==> src/tsd_pkg.sv <==
// shared types and constants of the double-buffered text screen
// cell layout, operation codes, result record, control states
// no dependencies
`default_nettype none

package tsd_pkg;

  localparam int ROWS_DEF  = 32;
  localparam int COLS_DEF  = 32;

  localparam int CELL_W    = 16;
  localparam int ROW_IDX_W = 7;
  localparam int COL_IDX_W = 6;
  localparam int POS_W     = 5;
  localparam int SYM_W     = 8;
  localparam int COLOR_W   = 4;
  localparam int ATTR_W    = 8;

  // cell: bits 7..0 symbol, 11..8 foreground, 15..12 background
  localparam logic [CELL_W-1:0] RESET_CELL = 16'h0700;
  localparam logic [CELL_W-1:0] CLEAR_KEEP = 16'h0F00;

  typedef enum logic [1:0] {
    OP_DRAW  = 2'd0,
    OP_CLEAR = 2'd1,
    OP_FLUSH = 2'd2
  } op_t;

  typedef enum logic {
    KIND_CELL = 1'b0,
    KIND_HOME = 1'b1
  } kind_t;

  typedef enum logic [2:0] {
    S_INIT,
    S_IDLE,
    S_CLEAR,
    S_FLUSH,
    S_FL_END,
    S_FL_DRAIN
  } state_t;

  typedef struct packed {
    kind_t             kind;
    logic [POS_W-1:0]  row;
    logic [POS_W-1:0]  column;
    logic [SYM_W-1:0]  symbol;
    logic [ATTR_W-1:0] attribute;
  } result_t;

  typedef struct packed {
    logic    push;
    logic    fin;
    result_t res;
  } emit_req_t;

  typedef struct packed {
    logic room;
    logic pend_empty;
  } emit_sts_t;

  function automatic logic [ATTR_W-1:0] cell_attr(input logic [CELL_W-1:0] c);
    cell_attr = {c[15:12], c[11:8]};
  endfunction

endpackage

`default_nettype wire

==> src/tsd_emit.sv <==
// result staging: one pending result plus the output register
// the pending slot lets the final result of a flush carry last
// depends on tsd_pkg
`default_nettype none

module tsd_emit (
  input  wire logic                         clk,
  input  wire logic                         rst_n,
  input  wire tsd_pkg::emit_req_t           req,
  output tsd_pkg::emit_sts_t                sts,
  output logic                              out_valid,
  input  wire logic                         out_stall,
  output logic                              out_kind,
  output logic [tsd_pkg::POS_W-1:0]         out_row,
  output logic [tsd_pkg::POS_W-1:0]         out_column,
  output logic [tsd_pkg::SYM_W-1:0]         out_symbol,
  output logic [tsd_pkg::ATTR_W-1:0]        out_attribute,
  output logic                              out_last
);

  logic              pend_valid_r, pend_valid_nxt;
  tsd_pkg::result_t  pend_r, pend_nxt;
  logic              out_valid_r, out_valid_nxt;
  tsd_pkg::result_t  out_res_r, out_res_nxt;
  logic              out_last_r, out_last_nxt;
  logic              out_free;
  logic              room;

  assign out_free = !out_valid_r || !out_stall;
  assign room     = !pend_valid_r || out_free;

  always_comb begin
    pend_valid_nxt = pend_valid_r;
    pend_nxt       = pend_r;
    out_valid_nxt  = out_valid_r;
    out_res_nxt    = out_res_r;
    out_last_nxt   = out_last_r;
    if (out_valid_r && !out_stall) begin
      out_valid_nxt = 1'b0;
    end
    if (req.push && room) begin
      if (pend_valid_r) begin
        out_valid_nxt = 1'b1;
        out_res_nxt   = pend_r;
        out_last_nxt  = 1'b0;
      end
      pend_valid_nxt = 1'b1;
      pend_nxt       = req.res;
    end else if (req.fin && pend_valid_r && out_free) begin
      out_valid_nxt  = 1'b1;
      out_res_nxt    = pend_r;
      out_last_nxt   = 1'b1;
      pend_valid_nxt = 1'b0;
    end
  end

  always_ff @(posedge clk) begin
    if (!rst_n) begin
      pend_valid_r <= 1'b0;
      out_valid_r  <= 1'b0;
    end else begin
      pend_valid_r <= pend_valid_nxt;
      out_valid_r  <= out_valid_nxt;
    end
  end

  always_ff @(posedge clk) begin
    pend_r     <= pend_nxt;
    out_res_r  <= out_res_nxt;
    out_last_r <= out_last_nxt;
  end

  assign sts.room       = room;
  assign sts.pend_empty = !pend_valid_r;

  assign out_valid     = out_valid_r;
  assign out_kind      = out_res_r.kind;
  assign out_row       = out_res_r.row;
  assign out_column    = out_res_r.column;
  assign out_symbol    = out_res_r.symbol;
  assign out_attribute = out_res_r.attribute;
  assign out_last      = out_last_r;

endmodule

`default_nettype wire

==> config.mk <==
export PLATFORM = sky130hd
export DESIGN_NAME = tsd_emit
export DESIGN_NICKNAME = d
export VERILOG_FILES = /design/src/tsd_pkg.sv /design/src/tsd_emit.sv
export SDC_FILE = /design/constraint.sdc
export NUM_CORES = 1
export LEC_CHECK = 0
export BUFFER_PORTS_ARGS = -buffer_cell sky130_fd_sc_hd__buf_2
export CORE_MARGIN = 2
export CORE_UTILIZATION = 47
export CTS_CLUSTER_DIAMETER = 100
export DETAILED_ROUTE_END_ITERATION = 6
export PLACE_DENSITY = 0.82
export SKIP_LAST_GASP = 1
export SLEW_MARGIN = 20
export SYNTH_ARGS = -nofsm -noshare
export SYNTH_HDL_FRONTEND = slang
export SYNTH_SLANG_ARGS = --single-unit
==> constraint.sdc <==
create_clock -name clk -period 6.82 [get_ports clk]
set_input_delay 1.705 -clock clk [delete_from_list [all_inputs] [get_ports clk]]
set_output_delay 1.705 -clock clk [all_outputs]
set_load 0.01 [all_outputs]
# Word level (Yosys, flattened, before mapping)
# Index checks and enable logic that the tools add are counted.
classes:
  addsub: 0
  mul: 0
  div: 0
  order_cmp: 0
  eq_ne: 1
  n_shift: 0
  n_mux: 12
  bitwise: 0
  n_reduce_logical: 11
op_table:
  columns: ["op", "count"]
  rows:
  - ["2-to-1 mux 27 bit", 3]
  - ["2-to-1 mux 1 bit", 9]
  - ["logical AND 1 bit", 4]
  - ["zero test 1 bit", 3]
  - ["logical OR 1 bit", 2]
  - ["inequality test 2 bit, second input constant", 1]
  - ["AND reduction 2 bit", 1]
  - ["nonzero test 2 bit", 1]
totals:
  ff_bits: 57
  latchBits: 0
  ram_bits: 0
  romBits: 0
  input_bits: 32
  output_inout_bits: 31
  word_cells: 37
  n_memories: 0

# Depth between registers and ports, before layout
depth:
  word_depth: 6
  ltp_mapped: 2
  depth_no_buf: 2

# Worst setup path after synthesis
# OpenSTA, ideal clock, no wires.
synth_timing:
  path_kind: "input-to-output"
  from: "in out_stall"
  to: "out sts[1] (netlist name)"
  t_arrival_ps: 1912
  t_required_ps: 5115
  path_slack_ps: 3203
  stages: 2
  path_buffers: 1
  cell_sequence: "nand3_2 buf_4"
synth_lines:
  columns: ["item", "line_no", "source"]
  rows:
  - ["from (decl)", "tsd_emit.sv:12", "input wire logic out_stall,"]
  - ["to (decl)", "tsd_emit.sv:10", "output tsd_pkg::emit_sts_t sts,"]

==> reports/summary.txt <==
Die ar. - 4250 um2
n_diodes - 0
Max VDD drop - 0.185 mV
CTS buffer count - 9
compound-cell area share of the yosys netlist - 1.64%
Final Slew Violations - 0
R2R setup slack - 5470 ps
std cell rows - 22
synth unique cells - 12
DR WL/cell - 12.8 um
Static Leak - 0.901 nW
Slew @ Worst Pin - 594 ps
DP Cell Count - 179
vias post-DR - 858
RSZ-0062 raised after global routing - no
gr ovfl total - 0
Worst Hold Depth - 0
simple-gate area share of the yosys netlist - 1.35%
CTS Buffer Depth - 2
Area Growth Syn to Fin - 31.4%
Final Wtd Congestion - 0.701
clk_skew - 4.62 ps
Hold Startpoint - pend_r[24]$_DFFE_PP_
input/output buffers - 62
# DRC - 0
Synth area leader - edfxtp_1
Critical Path RT - 5120 ps
CTS clk-pin slew, worst paths - 50 ps
final hold violations - 0
Non-Filler Instances - 195
WL final - 2.49 mm
Final Cell Area - 2310 um2
final layout net count - 174
clock root buffer master - clkbuf_8
Min Hold Slack - 416 ps
final setup vio count - 0
r2r endpoint - pend_r[24]$_DFFE_PP_
Initial Util - 48.4%
largest net degree at the start of global routing - 29
Critical Path Start Type - input port
Global Route Usage Sum - 13.1%
core footprint - 3630 um2
initial antenna violation count - 0
Post-CTS Setup Inserts - 0
mux share of post-synthesis cell area - 0%
number of global-route vias before repair - 847
Worst slew margin - 60.4%
first-pass detailed-route iteration total - 4
arrival time at the worst endpoint - 2050 ps
worst-path maximum fanout - 3
combinational family with the most area after synthesis - compound AO/OA/AOI/OAI gates
Pwr Density - 310 nW/um2
outcome - finished, final reports clean
Skew-Pair Late Insertion Delay - 310 ps
HP Class - flop to flop
final clock period utilization by the worst path - 55.1%
syn_nets - 101
flops & latches, synth - 57
CTS tree - yes
post-synthesis adder-cell area fraction - 0%
Highest Clock Rate - 266 MHz
Antenna Nets Post-Route - 0
cts hold-fix bufs - 0
Iter 0 DRT Violations - 41
WHS Endpoint - out_row[3]$_DFFE_PP_
first-pass GRT wire length - 3.75 mm
CP Class - input port to output port
Avg Inst Size Synth - 25.5 um2
sequential-to-total area share from yosys stat - 96.2%
# IOs - 63
max-cap violation count - 0
DP Area - 2130 um2
share of layout cells above drive strength 1 - 52.4%
min Tclk post-route - 3760 ps
Cells after Synth - 69
worst r2r src - out_valid$_SDFF_PN0_
Vias/cell - 4.40
Mapped Area - 1760 um2
Die Wd - 65.2 um
most common cell after layout, fill and taps aside - buf_2
Synthesis Warnings - 0
Area contributors post-synth - edfxtp_1, dfxtp_1, nand3_2
xor/xnor share of the synthesized area - 0%
FF-to-FF path depth - 2
CTS Sinks - 57
post-synth top area share - 93.9%
Setup TNS - 0 ps
htree depth - 3
commonest non-fill, non-tap cells in the layout - buf_2, edfxtp_1, clkbuf_8
Die Y - 65.2 um
Worst setup EP type - output port
Resize count post-CTS - 0
Final HPWL DP - 1.78 mm
per-layer routing:
metal | global-route usage (%) | part of all wire [%] | vias up
li1 | - | - | 417
met1 | 15.9 | 42 | 387
met2 | 18.9 | 47 | 47
met3 | 4.62 | 8.6 | 7
met4 | 10.9 | 2.4 | 0
met5 | 0 | 0 | -
flip-flops by register name (all words and copies together) (netlist names):
name,count
out_attribute,8
out_column,5
out_kind,1
out_last,1
out_row,5
out_symbol,8
out_valid,1
pend_r,27
pend_valid_r,1
logic make-up (layout without fill, tap and decap cells):
| family | after synthesis | after routing |
|---|---|---|
| and+or+nand+nor | 4 | 4 |
| buffers and inverters | 3 | 81 |
| DFF | 57 | 57 |
| AOI/OAI and AO/OA | 5 | 5 |
cell usage after synthesis, drive strengths merged:
| cell type | number |
|---|---|
| nand3 | 1 |
| o21ai | 2 |
| nand2 | 2 |
| a21boi | 1 |
| and2 | 1 |
| edfxtp | 55 |
| a31oi | 1 |
| a21oi | 1 |
| buf | 1 |
| inv | 2 |
| dfxtp | 2 |
critical path, stage by stage:
cell and delay [ps]:
buf_2 110, nand3_2 80, buf_2 150
worst max path at each step:
stage | cells after the start | startpoint | endpoint | slack [ps]
detailed placement | 3 | out_stall | sts[1] | 3060
global route | 3 | out_stall | sts[1] | 3040
global placement | 3 | out_stall | sts[1] | 3070
CTS | 3 | out_stall | sts[1] | 3060
finish | 3 | out_stall | sts[1] | 3060
floorplan | 2 | out_stall | sts[1] | 3200
per-stage QoR:
step                      setup WS (ps)  power, mW  util (%)
after global placement             3070      0.447      58.7
after global routing               3040      0.745      63.6
final                              3060      0.717      63.6
after floorplan                    3200      0.429         -
after detailed placement           3060      0.450      58.7
after CTS                          3060      0.728      63.6
power breakdown:
part | internal [mW] | switching [mW] | leakage, nW
Combinational | 0.0129 | 0.0177 | 0.272
Sequential | 0.406 | 0.00498 | 0.540
Clock | 0.164 | 0.112 | 0.0898
cell type report:
class	instances	area (um2)
Multi-Input combinational cell	9	57.6
Clock buffer	11	131
Fill cell	271	1320
Tap cell	48	60.1
Clock inverter	5	46.3
Inverter	2	7.51
Timing Repair Buffer	63	318
Sequential cell	57	1690
(Power assumes the default switching activity.)
