**src/tsd_pkg.sv**
```systemverilog
// shared types and constants of the double-buffered text screen
// cell layout, operation codes, result record, control states
// no dependencies
`default_nettype none

package tsd_pkg;

  localparam int ROWS_DEF  = 32;
  localparam int COLS_DEF  = 32;

  localparam int CELL_W    = 16;
  localparam int ROW_IDX_W = 7;
  localparam int COL_IDX_W = 6;
  localparam int POS_W     = 5;
  localparam int SYM_W     = 8;
  localparam int COLOR_W   = 4;
  localparam int ATTR_W    = 8;

  // cell: bits 7..0 symbol, 11..8 foreground, 15..12 background
  localparam logic [CELL_W-1:0] RESET_CELL = 16'h0700;
  localparam logic [CELL_W-1:0] CLEAR_KEEP = 16'h0F00;

  typedef enum logic [1:0] {
    OP_DRAW  = 2'd0,
    OP_CLEAR = 2'd1,
    OP_FLUSH = 2'd2
  } op_t;

  typedef enum logic {
    KIND_CELL = 1'b0,
    KIND_HOME = 1'b1
  } kind_t;

  typedef enum logic [2:0] {
    S_INIT,
    S_IDLE,
    S_CLEAR,
    S_FLUSH,
    S_FL_END,
    S_FL_DRAIN
  } state_t;

  typedef struct packed {
    kind_t             kind;
    logic [POS_W-1:0]  row;
    logic [POS_W-1:0]  column;
    logic [SYM_W-1:0]  symbol;
    logic [ATTR_W-1:0] attribute;
  } result_t;

  typedef struct packed {
    logic    push;
    logic    fin;
    result_t res;
  } emit_req_t;

  typedef struct packed {
    logic room;
    logic pend_empty;
  } emit_sts_t;

  function automatic logic [ATTR_W-1:0] cell_attr(input logic [CELL_W-1:0] c);
    cell_attr = {c[15:12], c[11:8]};
  endfunction

endpackage

`default_nettype wire

```
**src/tsd_ctrl.sv**
```systemverilog
// control sequencer: init pass, draw, clear sweep and row flush
// drives both cell stores and the result staging
// depends on tsd_pkg
`default_nettype none

module tsd_ctrl #(
  parameter int ROWS = tsd_pkg::ROWS_DEF,
  parameter int COLS = tsd_pkg::COLS_DEF,
  parameter int AW   = $clog2(tsd_pkg::ROWS_DEF * tsd_pkg::COLS_DEF)
) (
  input  wire logic                          clk,
  input  wire logic                          rst_n,
  input  wire logic                          in_valid,
  output logic                               in_stall,
  input  wire logic [1:0]                    in_operation,
  input  wire logic signed [7:0]             in_row,
  input  wire logic signed [8:0]             in_column,
  input  wire logic [tsd_pkg::SYM_W-1:0]     in_symbol,
  input  wire logic [tsd_pkg::COLOR_W-1:0]   in_fore_color,
  input  wire logic [tsd_pkg::COLOR_W-1:0]   in_back_color,
  output logic                               back_we,
  output logic [AW-1:0]                      back_waddr,
  output logic [tsd_pkg::CELL_W-1:0]         back_wdata,
  output logic                               front_we,
  output logic [AW-1:0]                      front_waddr,
  output logic [tsd_pkg::CELL_W-1:0]         front_wdata,
  output logic                               mem_re,
  output logic [AW-1:0]                      mem_raddr,
  input  wire logic [tsd_pkg::CELL_W-1:0]    back_rdata,
  input  wire logic [tsd_pkg::CELL_W-1:0]    front_rdata,
  output tsd_pkg::emit_req_t                 emit_req,
  input  wire tsd_pkg::emit_sts_t            emit_sts
);

  localparam int CELLS = ROWS * COLS;
  localparam logic [AW-1:0]                 LAST_ADDR = AW'(CELLS - 1);
  localparam logic [tsd_pkg::COL_IDX_W-1:0] LAST_COL  = tsd_pkg::COL_IDX_W'(COLS - 1);
  localparam logic [tsd_pkg::ROW_IDX_W-1:0] LAST_ROW  = tsd_pkg::ROW_IDX_W'(ROWS - 1);
  localparam logic [7:0]                    ROW_LIM   = 8'(ROWS);
  localparam logic [7:0]                    COL_LIM   = 8'(COLS);

  tsd_pkg::state_t                  state_r, state_nxt;
  logic [AW-1:0]                    scan_addr_r, scan_addr_nxt;
  logic [tsd_pkg::COL_IDX_W-1:0]    scan_col_r, scan_col_nxt;
  logic                             scan_on_r, scan_on_nxt;
  logic                             stg_valid_r, stg_valid_nxt;
  logic [AW-1:0]                    stg_addr_r, stg_addr_nxt;
  logic [tsd_pkg::COL_IDX_W-1:0]    stg_col_r, stg_col_nxt;
  logic [tsd_pkg::ROW_IDX_W-1:0]    row_r, row_nxt;
  logic                             frame_changed_r, frame_changed_nxt;

  tsd_pkg::op_t                     op;
  logic                             accept;
  logic                             row_ok;
  logic                             col_ok;
  logic [AW-1:0]                    row_base;
  logic [AW-1:0]                    draw_addr;
  logic                             home_need;
  logic                             differ;
  logic                             blocked;

  assign op        = tsd_pkg::op_t'(in_operation);
  assign in_stall  = (state_r != tsd_pkg::S_IDLE);
  assign accept    = in_valid && !in_stall;
  assign row_ok    = !in_row[7] && ({1'b0, in_row[6:0]} < ROW_LIM);
  assign col_ok    = !in_column[8] && (in_column[7:0] < COL_LIM);
  assign row_base  = AW'(int'(in_row[6:0]) * COLS);
  assign draw_addr = AW'(int'(in_row[6:0]) * COLS + int'(in_column[7:0]));
  assign home_need = (row_r == LAST_ROW) && frame_changed_r;
  assign differ    = stg_valid_r && (back_rdata != front_rdata);
  assign blocked   = differ && !emit_sts.room;

  // next state
  always_comb begin
    state_nxt = state_r;
    case (state_r)
      tsd_pkg::S_INIT: begin
        if (scan_addr_r == LAST_ADDR) state_nxt = tsd_pkg::S_IDLE;
      end
      tsd_pkg::S_IDLE: begin
        if (accept) begin
          case (op)
            tsd_pkg::OP_CLEAR: state_nxt = tsd_pkg::S_CLEAR;
            tsd_pkg::OP_FLUSH: if (row_ok) state_nxt = tsd_pkg::S_FLUSH;
            default: state_nxt = tsd_pkg::S_IDLE;
          endcase
        end
      end
      tsd_pkg::S_CLEAR: begin
        if (!scan_on_r && !stg_valid_r) state_nxt = tsd_pkg::S_IDLE;
      end
      tsd_pkg::S_FLUSH: begin
        if (!scan_on_r && !stg_valid_r) state_nxt = tsd_pkg::S_FL_END;
      end
      tsd_pkg::S_FL_END: begin
        if (!home_need || emit_sts.room) state_nxt = tsd_pkg::S_FL_DRAIN;
      end
      tsd_pkg::S_FL_DRAIN: begin
        if (emit_sts.pend_empty) state_nxt = tsd_pkg::S_IDLE;
      end
      default: state_nxt = tsd_pkg::S_IDLE;
    endcase
  end

  // datapath and store controls
  always_comb begin
    scan_addr_nxt     = scan_addr_r;
    scan_col_nxt      = scan_col_r;
    scan_on_nxt       = scan_on_r;
    stg_valid_nxt     = stg_valid_r;
    stg_addr_nxt      = stg_addr_r;
    stg_col_nxt       = stg_col_r;
    row_nxt           = row_r;
    frame_changed_nxt = frame_changed_r;
    back_we           = 1'b0;
    back_waddr        = scan_addr_r;
    back_wdata        = tsd_pkg::RESET_CELL;
    front_we          = 1'b0;
    front_waddr       = scan_addr_r;
    front_wdata       = tsd_pkg::RESET_CELL;
    mem_re            = 1'b0;
    mem_raddr         = scan_addr_r;
    emit_req          = '0;
    case (state_r)
      tsd_pkg::S_INIT: begin
        back_we       = 1'b1;
        front_we      = 1'b1;
        scan_addr_nxt = scan_addr_r + AW'(1);
      end
      tsd_pkg::S_IDLE: begin
        if (accept) begin
          case (op)
            tsd_pkg::OP_DRAW: begin
              if (row_ok && col_ok) begin
                back_we    = 1'b1;
                back_waddr = draw_addr;
                back_wdata = {in_back_color, in_fore_color, in_symbol};
              end
            end
            tsd_pkg::OP_CLEAR: begin
              scan_addr_nxt = '0;
              scan_on_nxt   = 1'b1;
            end
            tsd_pkg::OP_FLUSH: begin
              if (row_ok) begin
                row_nxt       = in_row[6:0];
                scan_addr_nxt = row_base;
                scan_col_nxt  = '0;
                scan_on_nxt   = 1'b1;
                if (in_row[6:0] == '0) frame_changed_nxt = 1'b0;
              end
            end
            default: begin
              scan_on_nxt = 1'b0;
            end
          endcase
        end
      end
      tsd_pkg::S_CLEAR: begin
        if (stg_valid_r) begin
          back_we    = 1'b1;
          back_waddr = stg_addr_r;
          back_wdata = back_rdata & tsd_pkg::CLEAR_KEEP;
        end
        mem_re        = scan_on_r;
        stg_valid_nxt = scan_on_r;
        stg_addr_nxt  = scan_addr_r;
        if (scan_on_r) begin
          scan_addr_nxt = scan_addr_r + AW'(1);
          if (scan_addr_r == LAST_ADDR) scan_on_nxt = 1'b0;
        end
      end
      tsd_pkg::S_FLUSH: begin
        if (differ && emit_sts.room) begin
          front_we              = 1'b1;
          front_waddr           = stg_addr_r;
          front_wdata           = back_rdata;
          frame_changed_nxt     = 1'b1;
          emit_req.push         = 1'b1;
          emit_req.res.kind     = tsd_pkg::KIND_CELL;
          emit_req.res.row      = row_r[tsd_pkg::POS_W-1:0];
          emit_req.res.column   = stg_col_r[tsd_pkg::POS_W-1:0];
          emit_req.res.symbol   = back_rdata[tsd_pkg::SYM_W-1:0];
          emit_req.res.attribute = tsd_pkg::cell_attr(back_rdata);
        end
        if (!blocked) begin
          mem_re        = scan_on_r;
          stg_valid_nxt = scan_on_r;
          stg_addr_nxt  = scan_addr_r;
          stg_col_nxt   = scan_col_r;
          if (scan_on_r) begin
            scan_addr_nxt = scan_addr_r + AW'(1);
            scan_col_nxt  = scan_col_r + tsd_pkg::COL_IDX_W'(1);
            if (scan_col_r == LAST_COL) scan_on_nxt = 1'b0;
          end
        end
      end
      tsd_pkg::S_FL_END: begin
        if (home_need) begin
          emit_req.push     = 1'b1;
          emit_req.res.kind = tsd_pkg::KIND_HOME;
        end
      end
      tsd_pkg::S_FL_DRAIN: begin
        emit_req.fin = 1'b1;
      end
      default: begin
        scan_on_nxt = 1'b0;
      end
    endcase
  end

  always_ff @(posedge clk) begin
    if (!rst_n) begin
      state_r         <= tsd_pkg::S_INIT;
      scan_addr_r     <= '0;
      scan_on_r       <= 1'b0;
      stg_valid_r     <= 1'b0;
      frame_changed_r <= 1'b0;
    end else begin
      state_r         <= state_nxt;
      scan_addr_r     <= scan_addr_nxt;
      scan_on_r       <= scan_on_nxt;
      stg_valid_r     <= stg_valid_nxt;
      frame_changed_r <= frame_changed_nxt;
    end
  end

  always_ff @(posedge clk) begin
    scan_col_r <= scan_col_nxt;
    stg_addr_r <= stg_addr_nxt;
    stg_col_r  <= stg_col_nxt;
    row_r      <= row_nxt;
  end

  a_front_wr_phase: assert property (@(posedge clk) disable iff (!rst_n)
    front_we |-> (state_r == tsd_pkg::S_INIT || state_r == tsd_pkg::S_FLUSH))
    else $error("front store written outside init or flush");

  a_stage_phase: assert property (@(posedge clk) disable iff (!rst_n)
    stg_valid_r |-> (state_r == tsd_pkg::S_CLEAR || state_r == tsd_pkg::S_FLUSH))
    else $error("read stage busy outside a sweep");

  a_col_bound: assert property (@(posedge clk) disable iff (!rst_n)
    (state_r == tsd_pkg::S_FLUSH && scan_on_r) |-> (scan_col_r <= LAST_COL))
    else $error("flush column past row end");

  a_push_room: assert property (@(posedge clk) disable iff (!rst_n)
    (emit_req.push && state_r == tsd_pkg::S_FLUSH) |-> (emit_sts.room && front_we))
    else $error("cell result pushed without room or front update");

  a_flush_to_end: assert property (@(posedge clk) disable iff (!rst_n)
    (state_r == tsd_pkg::S_FL_END) |-> ($past(state_r) == tsd_pkg::S_FLUSH ||
                                        $past(state_r) == tsd_pkg::S_FL_END))
    else $error("flush end reached without a row walk");

endmodule

`default_nettype wire

```
**config.mk**
```make
export PLATFORM = sky130hd
export DESIGN_NAME = tsd_ctrl
export DESIGN_NICKNAME = d
export VERILOG_FILES = /design/src/tsd_pkg.sv /design/src/tsd_ctrl.sv
export SDC_FILE = /design/constraint.sdc
export NUM_CORES = 1
export LEC_CHECK = 0
export ABC_AREA = 1
export BUFFER_PORTS_ARGS = -buffer_cell sky130_fd_sc_hd__buf_4
export CORE_ASPECT_RATIO = 0.9
export CORE_UTILIZATION = 51
export CTS_CLUSTER_SIZE = 25
export DETAILED_ROUTE_END_ITERATION = 8
export PLACE_DENSITY = 0.91
export SLEW_MARGIN = 25
export SYNTH_ARGS = -nofsm -noshare
export SYNTH_HDL_FRONTEND = slang
export SYNTH_SLANG_ARGS = --single-unit
```
**constraint.sdc**
```tcl
create_clock -name clk -period 7.2 [get_ports clk]
set_input_delay 1.8 -clock clk [delete_from_list [all_inputs] [get_ports clk]]
set_output_delay 1.8 -clock clk [all_outputs]
set_load 0.01 [all_outputs]
```
# ---- Word-level counts from Yosys, hierarchy flattened
# Cells that the tools add are included.
dict set report word_totals {
  output_inout_bits 95
  regBits 44
  wordCells 144
  in_bits 72
}
dict set report classes {
  bitwise 2
  mux 69
  eq_ne 27
  order_cmp 2
  reduce_logical 32
  add_sub_neg 3
}
# op count
set op_table {}
lappend op_table {{2-to-1 mux 10 bit} 11}
lappend op_table {{2-to-1 mux 16 bit} 5}
lappend op_table {{one-hot mux 10 bit (2 select lines)} 3}
lappend op_table {{2-to-1 mux 26 bit} 2}
lappend op_table {{one-hot mux 10 bit (4 select lines)} 1}
lappend op_table {{one-hot mux 16 bit (2 select lines)} 1}
lappend op_table {{2-to-1 mux 6 bit} 5}
lappend op_table {{inequality test 2 bit, second input constant} 13}
lappend op_table {{2-to-1 mux 1 bit} 21}
lappend op_table {{2-to-1 mux 3 bit} 7}
lappend op_table {{one-hot mux 3 bit (6 select lines)} 1}
lappend op_table {{inequality test 16 bit} 1}
lappend op_table {{2-to-1 mux 12 bit} 1}
lappend op_table {{one-hot mux 1 bit (2 select lines)} 6}
lappend op_table {{one-hot mux 6 bit (2 select lines)} 1}
lappend op_table {{AND reduction 6 bit} 2}
lappend op_table {{adder 10 x 1 -> 10 bit, second input constant} 1}
lappend op_table {{adder 10 x 8 -> 10 bit} 1}
lappend op_table {{== test 10 bit, second input constant} 1}
lappend op_table {{AND reduction 5 bit} 2}
lappend op_table {{logical AND 1 bit} 9}
lappend op_table {{less-than comparator 8 x 6 -> 1 bit, second input constant} 1}
lappend op_table {{== test 7 x 5 -> 1 bit, second input constant} 1}
lappend op_table {{logical NOT 1 bit} 7}
lappend op_table {{other kinds (25)} 31}

# ---- Logic depth before layout (Yosys ltp)
dict set report depth {
  word_depth 7
  depth_mapped 12
}

# ---- Least setup slack after synthesis
# No wires, ideal clock.
dict set report synth_path {
  path_kind {input to output}
  startpoint {input port in_row[0]}
  endpoint {output port back_waddr[9]}
  setup_slack_ps 2183
  stages 9
  required_ps 5400
  n_path_buf 0
  arrival_ps 3217
  path_cell_list {ha_1 inv_1 fa_1 or2_2 a21oi_1 xor2_1 nor2_1 a21oi_1 o21bai_1}
}
dict set report synth_between {
  elab_chain_len 7
}
# element line_no
set synth_rtl {}
lappend synth_rtl {{start: declaration} tsd_ctrl.sv:16} ;# input wire logic signed [7:0] in_row,
lappend synth_rtl {{less-than comparator 7 x 6 -> 1 bit} tsd_ctrl.sv:65} ;# assign row_ok = !in_row[7] && ({1'b0, in_row[6:0]} < ROW_LIM);
lappend synth_rtl {{logical AND 1 bit} tsd_ctrl.sv:65}
lappend synth_rtl {{logical AND 1 bit} tsd_ctrl.sv:134} ;# if (row_ok && col_ok) begin
lappend synth_rtl {{2-to-1 mux 10 bit *} tsd_ctrl.sv:134}
lappend synth_rtl {{2-to-1 mux 10 bit *} tsd_ctrl.sv:132} ;# case (op)
lappend synth_rtl {{2-to-1 mux 10 bit *} tsd_ctrl.sv:131} ;# if (accept) begin
lappend synth_rtl {{one-hot mux 10 bit (2 select lines) *} tsd_ctrl.sv:124} ;# case (state_r)
lappend synth_rtl {{end: declaration} tsd_ctrl.sv:22} ;# output logic [AW-1:0] back_waddr,
# Mark *: on every way between the ends. The rest lies on a longest branch, timed or not.

# ---- Worst setup path in the final report
dict set report layout_path {
  startpoint {input port back_rdata[10] in the netlist's numbering}
  endpoint {output port front_waddr[7]}
}
dict set report layout_between {
  elab_chain_len 5
}
# element line_no
set layout_rtl {}
lappend layout_rtl {{start: declaration} tsd_ctrl.sv:29} ;# input wire logic [tsd_pkg::CELL_W-1:0] back_rdata,
lappend layout_rtl {{inequality test 16 bit} tsd_ctrl.sv:70} ;# assign differ = stg_valid_r && (back_rdata != front_rdata);
lappend layout_rtl {{logical AND 1 bit} tsd_ctrl.sv:70}
lappend layout_rtl {{logical AND 1 bit} tsd_ctrl.sv:174} ;# if (differ && emit_sts.room) begin
lappend layout_rtl {{2-to-1 mux 10 bit} tsd_ctrl.sv:174}
lappend layout_rtl {{2-to-1 mux 10 bit} tsd_ctrl.sv:124}
lappend layout_rtl {{end: declaration} tsd_ctrl.sv:25} ;# output logic [AW-1:0] front_waddr,
# Every way passes these cells.

==> summary.md <==
| Metric | Value |
|---|---|
| Startpoint Class | `primary input` |
| Hold endpoint | `stg_col_r[4]` |
| Data required, critical path | `5400 ps` |
| Post-Synthesis Cells | `557` |
| Power Internal | `0.670 mW` |
| Crit-path cells | `buf_4, inv_1, nand2_1, nand2_1, nor2_1, nand2_1, nor2_1, nand2_1, nand3_1, inv_1, o21ai_0, buf_4` |
| H-tree levels | `2` |
| RSZ-0062 raised after global routing | `no` |
| Seq cells post-synth | `44` |
| Drt wl/cell | `14.2 µm` |
| Max Clock Skew | `5.59 ps` |
| # setup viols final | `0` |
| Via/cell ratio | `5.29` |
| TritonCTS clock tree | `done` |
| First-pass iteration count of the detailed router | `6` |
| Clock sink count | `44` |
| Hold slack | `461 ps` |
| Fin crit share | `75.7%` |
| Reg2reg start | `state_r[0]` |
| Clk_lat worst skew | `300 ps` |
| Root Buffer | `clkbuf_8` |
| Worst vdd ir | `0.000263 V` |
| Starting DRT DRC Count | `307` |
| Ant diodes | `0` |
| Netlist cell types | `33` |
| Hold Crit Class | `register to register` |
| Pwr/cell area | `242 nW/µm²` |
| Post-CTS Setup Bufs | `0` |
| Num rows | `28` |
| CP delay by family, top | `simple AND/OR/NAND/NOR gates` |
| R2r endpoint | `scan_col_r[3]` |
| Clock group share of total power | `14.8%` |
| Synth Net Count | `638` |
| Finished Layout Cells | `793` |
| CP Buf/Inv Count | `4` |
| Core area | `6620 µm²` |
| Number of max-cap violations | `0` |
| Total power | `1.17 mW` |
| First-pass GRT wire length | `16.3 mm` |
| Switching power | `0.500 mW` |
| Most frequent cells in the layout | `167 x buf_4, 130 x nand2_1, 117 x inv_1` |
| Synthesis-to-finish area growth | `36.8%` |
| Worst slew pin tran | `965 ps` |
| Most common cell after layout, fill and taps aside | `buf_4` |
| CTS resizes | `0` |
| Setup tns final | `0 ps` |
| Number of global-route vias before repair | `3581` |
| I/O pin count | `167` |
| Hold Vio Cnt, Final | `0` |
| Worst Hold Depth | `0` |
| Reg area | `1160 µm²` |
| DP Cell Count | `785` |
| Post-route cell area | `4830 µm²` |
| Slew HR | `35.5%` |
| Combinational power share | `52.0%` |
| Clk slew on worst S/H paths | `80 ps` |
| Reg2Reg Depth | `7` |
| Sw frac | `42.7%` |
| Initial Util | `53.3%` |
| Die ar. | `7260 µm²` |
| Minimum clock period | `5450 ps` |
| CP Class | `primary input to output pin` |
| # nets final | `783` |
| Antenna viol nets, final | `0` |
| Largest net degree at the start of global routing | `35` |
| Syn_area_per_cell | `6.34 µm²` |
| DRC Markers | `0` |
| Cell mode on critical path | `nand2_1` |
| WL final | `11.3 mm` |
| Leakage | `2.68 nW` |
| Worst hold start | `scan_col_r[4]` |
| CP max FO | `14` |
| Arr. time, crit path | `3650 ps` |
| Post-DP Area | `4720 µm²` |
| Fill count | `539` |
| DP HPWL | `8.84 mm` |
| Initial antenna violation count | `0` |
| Max frequency | `183 MHz` |
| Final Max Slew Viols | `0` |
| Multi-input gate area | `1760 µm²` |
| Via count | `4193` |
| Status | `complete, no violations` |
| Die Y | `80.9 µm` |
| R2R Setup Slk | `4530 ps` |
| Total GRT Usage | `29.3%` |
| CTS buffer count | `5` |
| Die X | `89.7 µm` |
| Remaining Overflow, GRT | `0` |
| Post-synthesis sequential area ratio | `32.9%` |
| Max stage delay cell, worst path | `nand3_1` |
| Post-Syn Area | `3530 µm²` |
| Clock Tree Buf Depth | `2` |
| Hold_buf cts | `0` |
| CP peak stage delay | `380 ps` |
| Part of the power in registers | `33.2%` |
| Layout cells sized above 1 | `26.5%` |
| CP endpoint kind | `output pin` |
| Final GP Congestion | `0.940` |
| IO buf count | `166` |
| Number of synthesis warnings | `0` |
## worst reg2reg max path: cells and delay by family, from the launching register on
family | cells | cell delay, ps
flip-flops | 1 | 390
buffers and inverters | 3 | 520
AND/OR/NAND/NOR | 4 | 1520
## stage by stage
step	utilization, %	worst slack, ps
2_1_floorplan	-	2180
3_3_place_gp	71.4	1700
3_5_place_dp	71.4	1590
4_1_cts	72.9	1550
5_1_grt	72.9	1610
6_report	72.9	1750
## cell type report
cell class	count	share of cell area, %
Clock buffer	7	2.02
Multi-Input combinational cell	366	36.4
Tap cell	90	2.33
Clock inverter	1	0.104
Timing Repair Buffer	167	26.0
Sequential cell	44	24.0
Inverter	118	9.17
## worst max-delay path by stage
stage                    startpoint        endpoint  slack, ps  depth (start not counted)
floorplan                 in_row[0]   back_waddr[9]       2180                          9
global placement    in_operation[0]   back_waddr[7]       1700                          9
detailed placement  in_operation[0]   back_waddr[6]       1590                         11
CTS                 in_operation[0]   back_waddr[6]       1550                         11
global route         back_rdata[15]  front_waddr[7]       1610                         12
finish               back_rdata[10]  front_waddr[7]       1750                         12
## cells by family (layout without fill, tap and decap cells)
logic type / count (synthesis) / after routing / share of synthesized area (%)
adder cells (fa/ha/maj): 9 / 9 / 3.40
buffers and inverters: 147 / 293 / 17.4
AND/OR/NAND/NOR: 273 / 273 / 32.1
flip-flops: 44 / 44 / 32.9
AO/OA/AOI/OAI: 81 / 81 / 13.5
XOR/XNOR: 3 / 3 / 0.745
## sequential cells by signal, indices dropped and copies added, names as in the netlist
register	count
mem_raddr	10
stg_addr_r	10
row_r	7
scan_col_r	6
stg_col_r	5
state_r	3
frame_changed_r	1
scan_on_r	1
stg_valid_r	1
## power by group through the flow
stage / registers (mW) / clock network [mW] / logic (mW)
2_1_floorplan: 0.376 / 0 / 0.378
3_3_place_gp: 0.386 / 0 / 0.581
3_5_place_dp: 0.390 / 0 / 0.598
4_1_cts: 0.384 / 0.173 / 0.601
5_1_grt: 0.394 / 0.182 / 0.674
6_report: 0.388 / 0.173 / 0.609
## per-layer routing
metal  vias up  routed length (µm)  GRT usage (%)
li1       2022                   -              -
met1      1863                4140           34.7
met2       271                5630           51.3
met3        37                1130           4.57
met4         0                 371           14.1
met5         -                   0              0
## synth_stat cells, drive strengths merged
library cell,n,share of area [%]
clkbuf,11,1.2
a21oi,29,4.1
o21ai,29,4.1
or2,4,0.71
o32ai,3,0.74
nor3,12,1.7
a22oi,4,0.85
nand2,134,15
xnor2,1,0.25
a21boi,1,0.21
nor2,90,9.7
o21bai,1,0.21
buf,18,3.7
nor4,2,0.78
o221ai,6,1.5
dfxtp,16,9.1
inv,118,13
fa,1,0.57
o311ai,1,0.25
xor2,2,0.50
ha,8,2.8
nand3,26,3.7
o211ai,7,1.5
nand4,5,0.89
edfxtp,28,24
(Power assumes the default switching activity.)
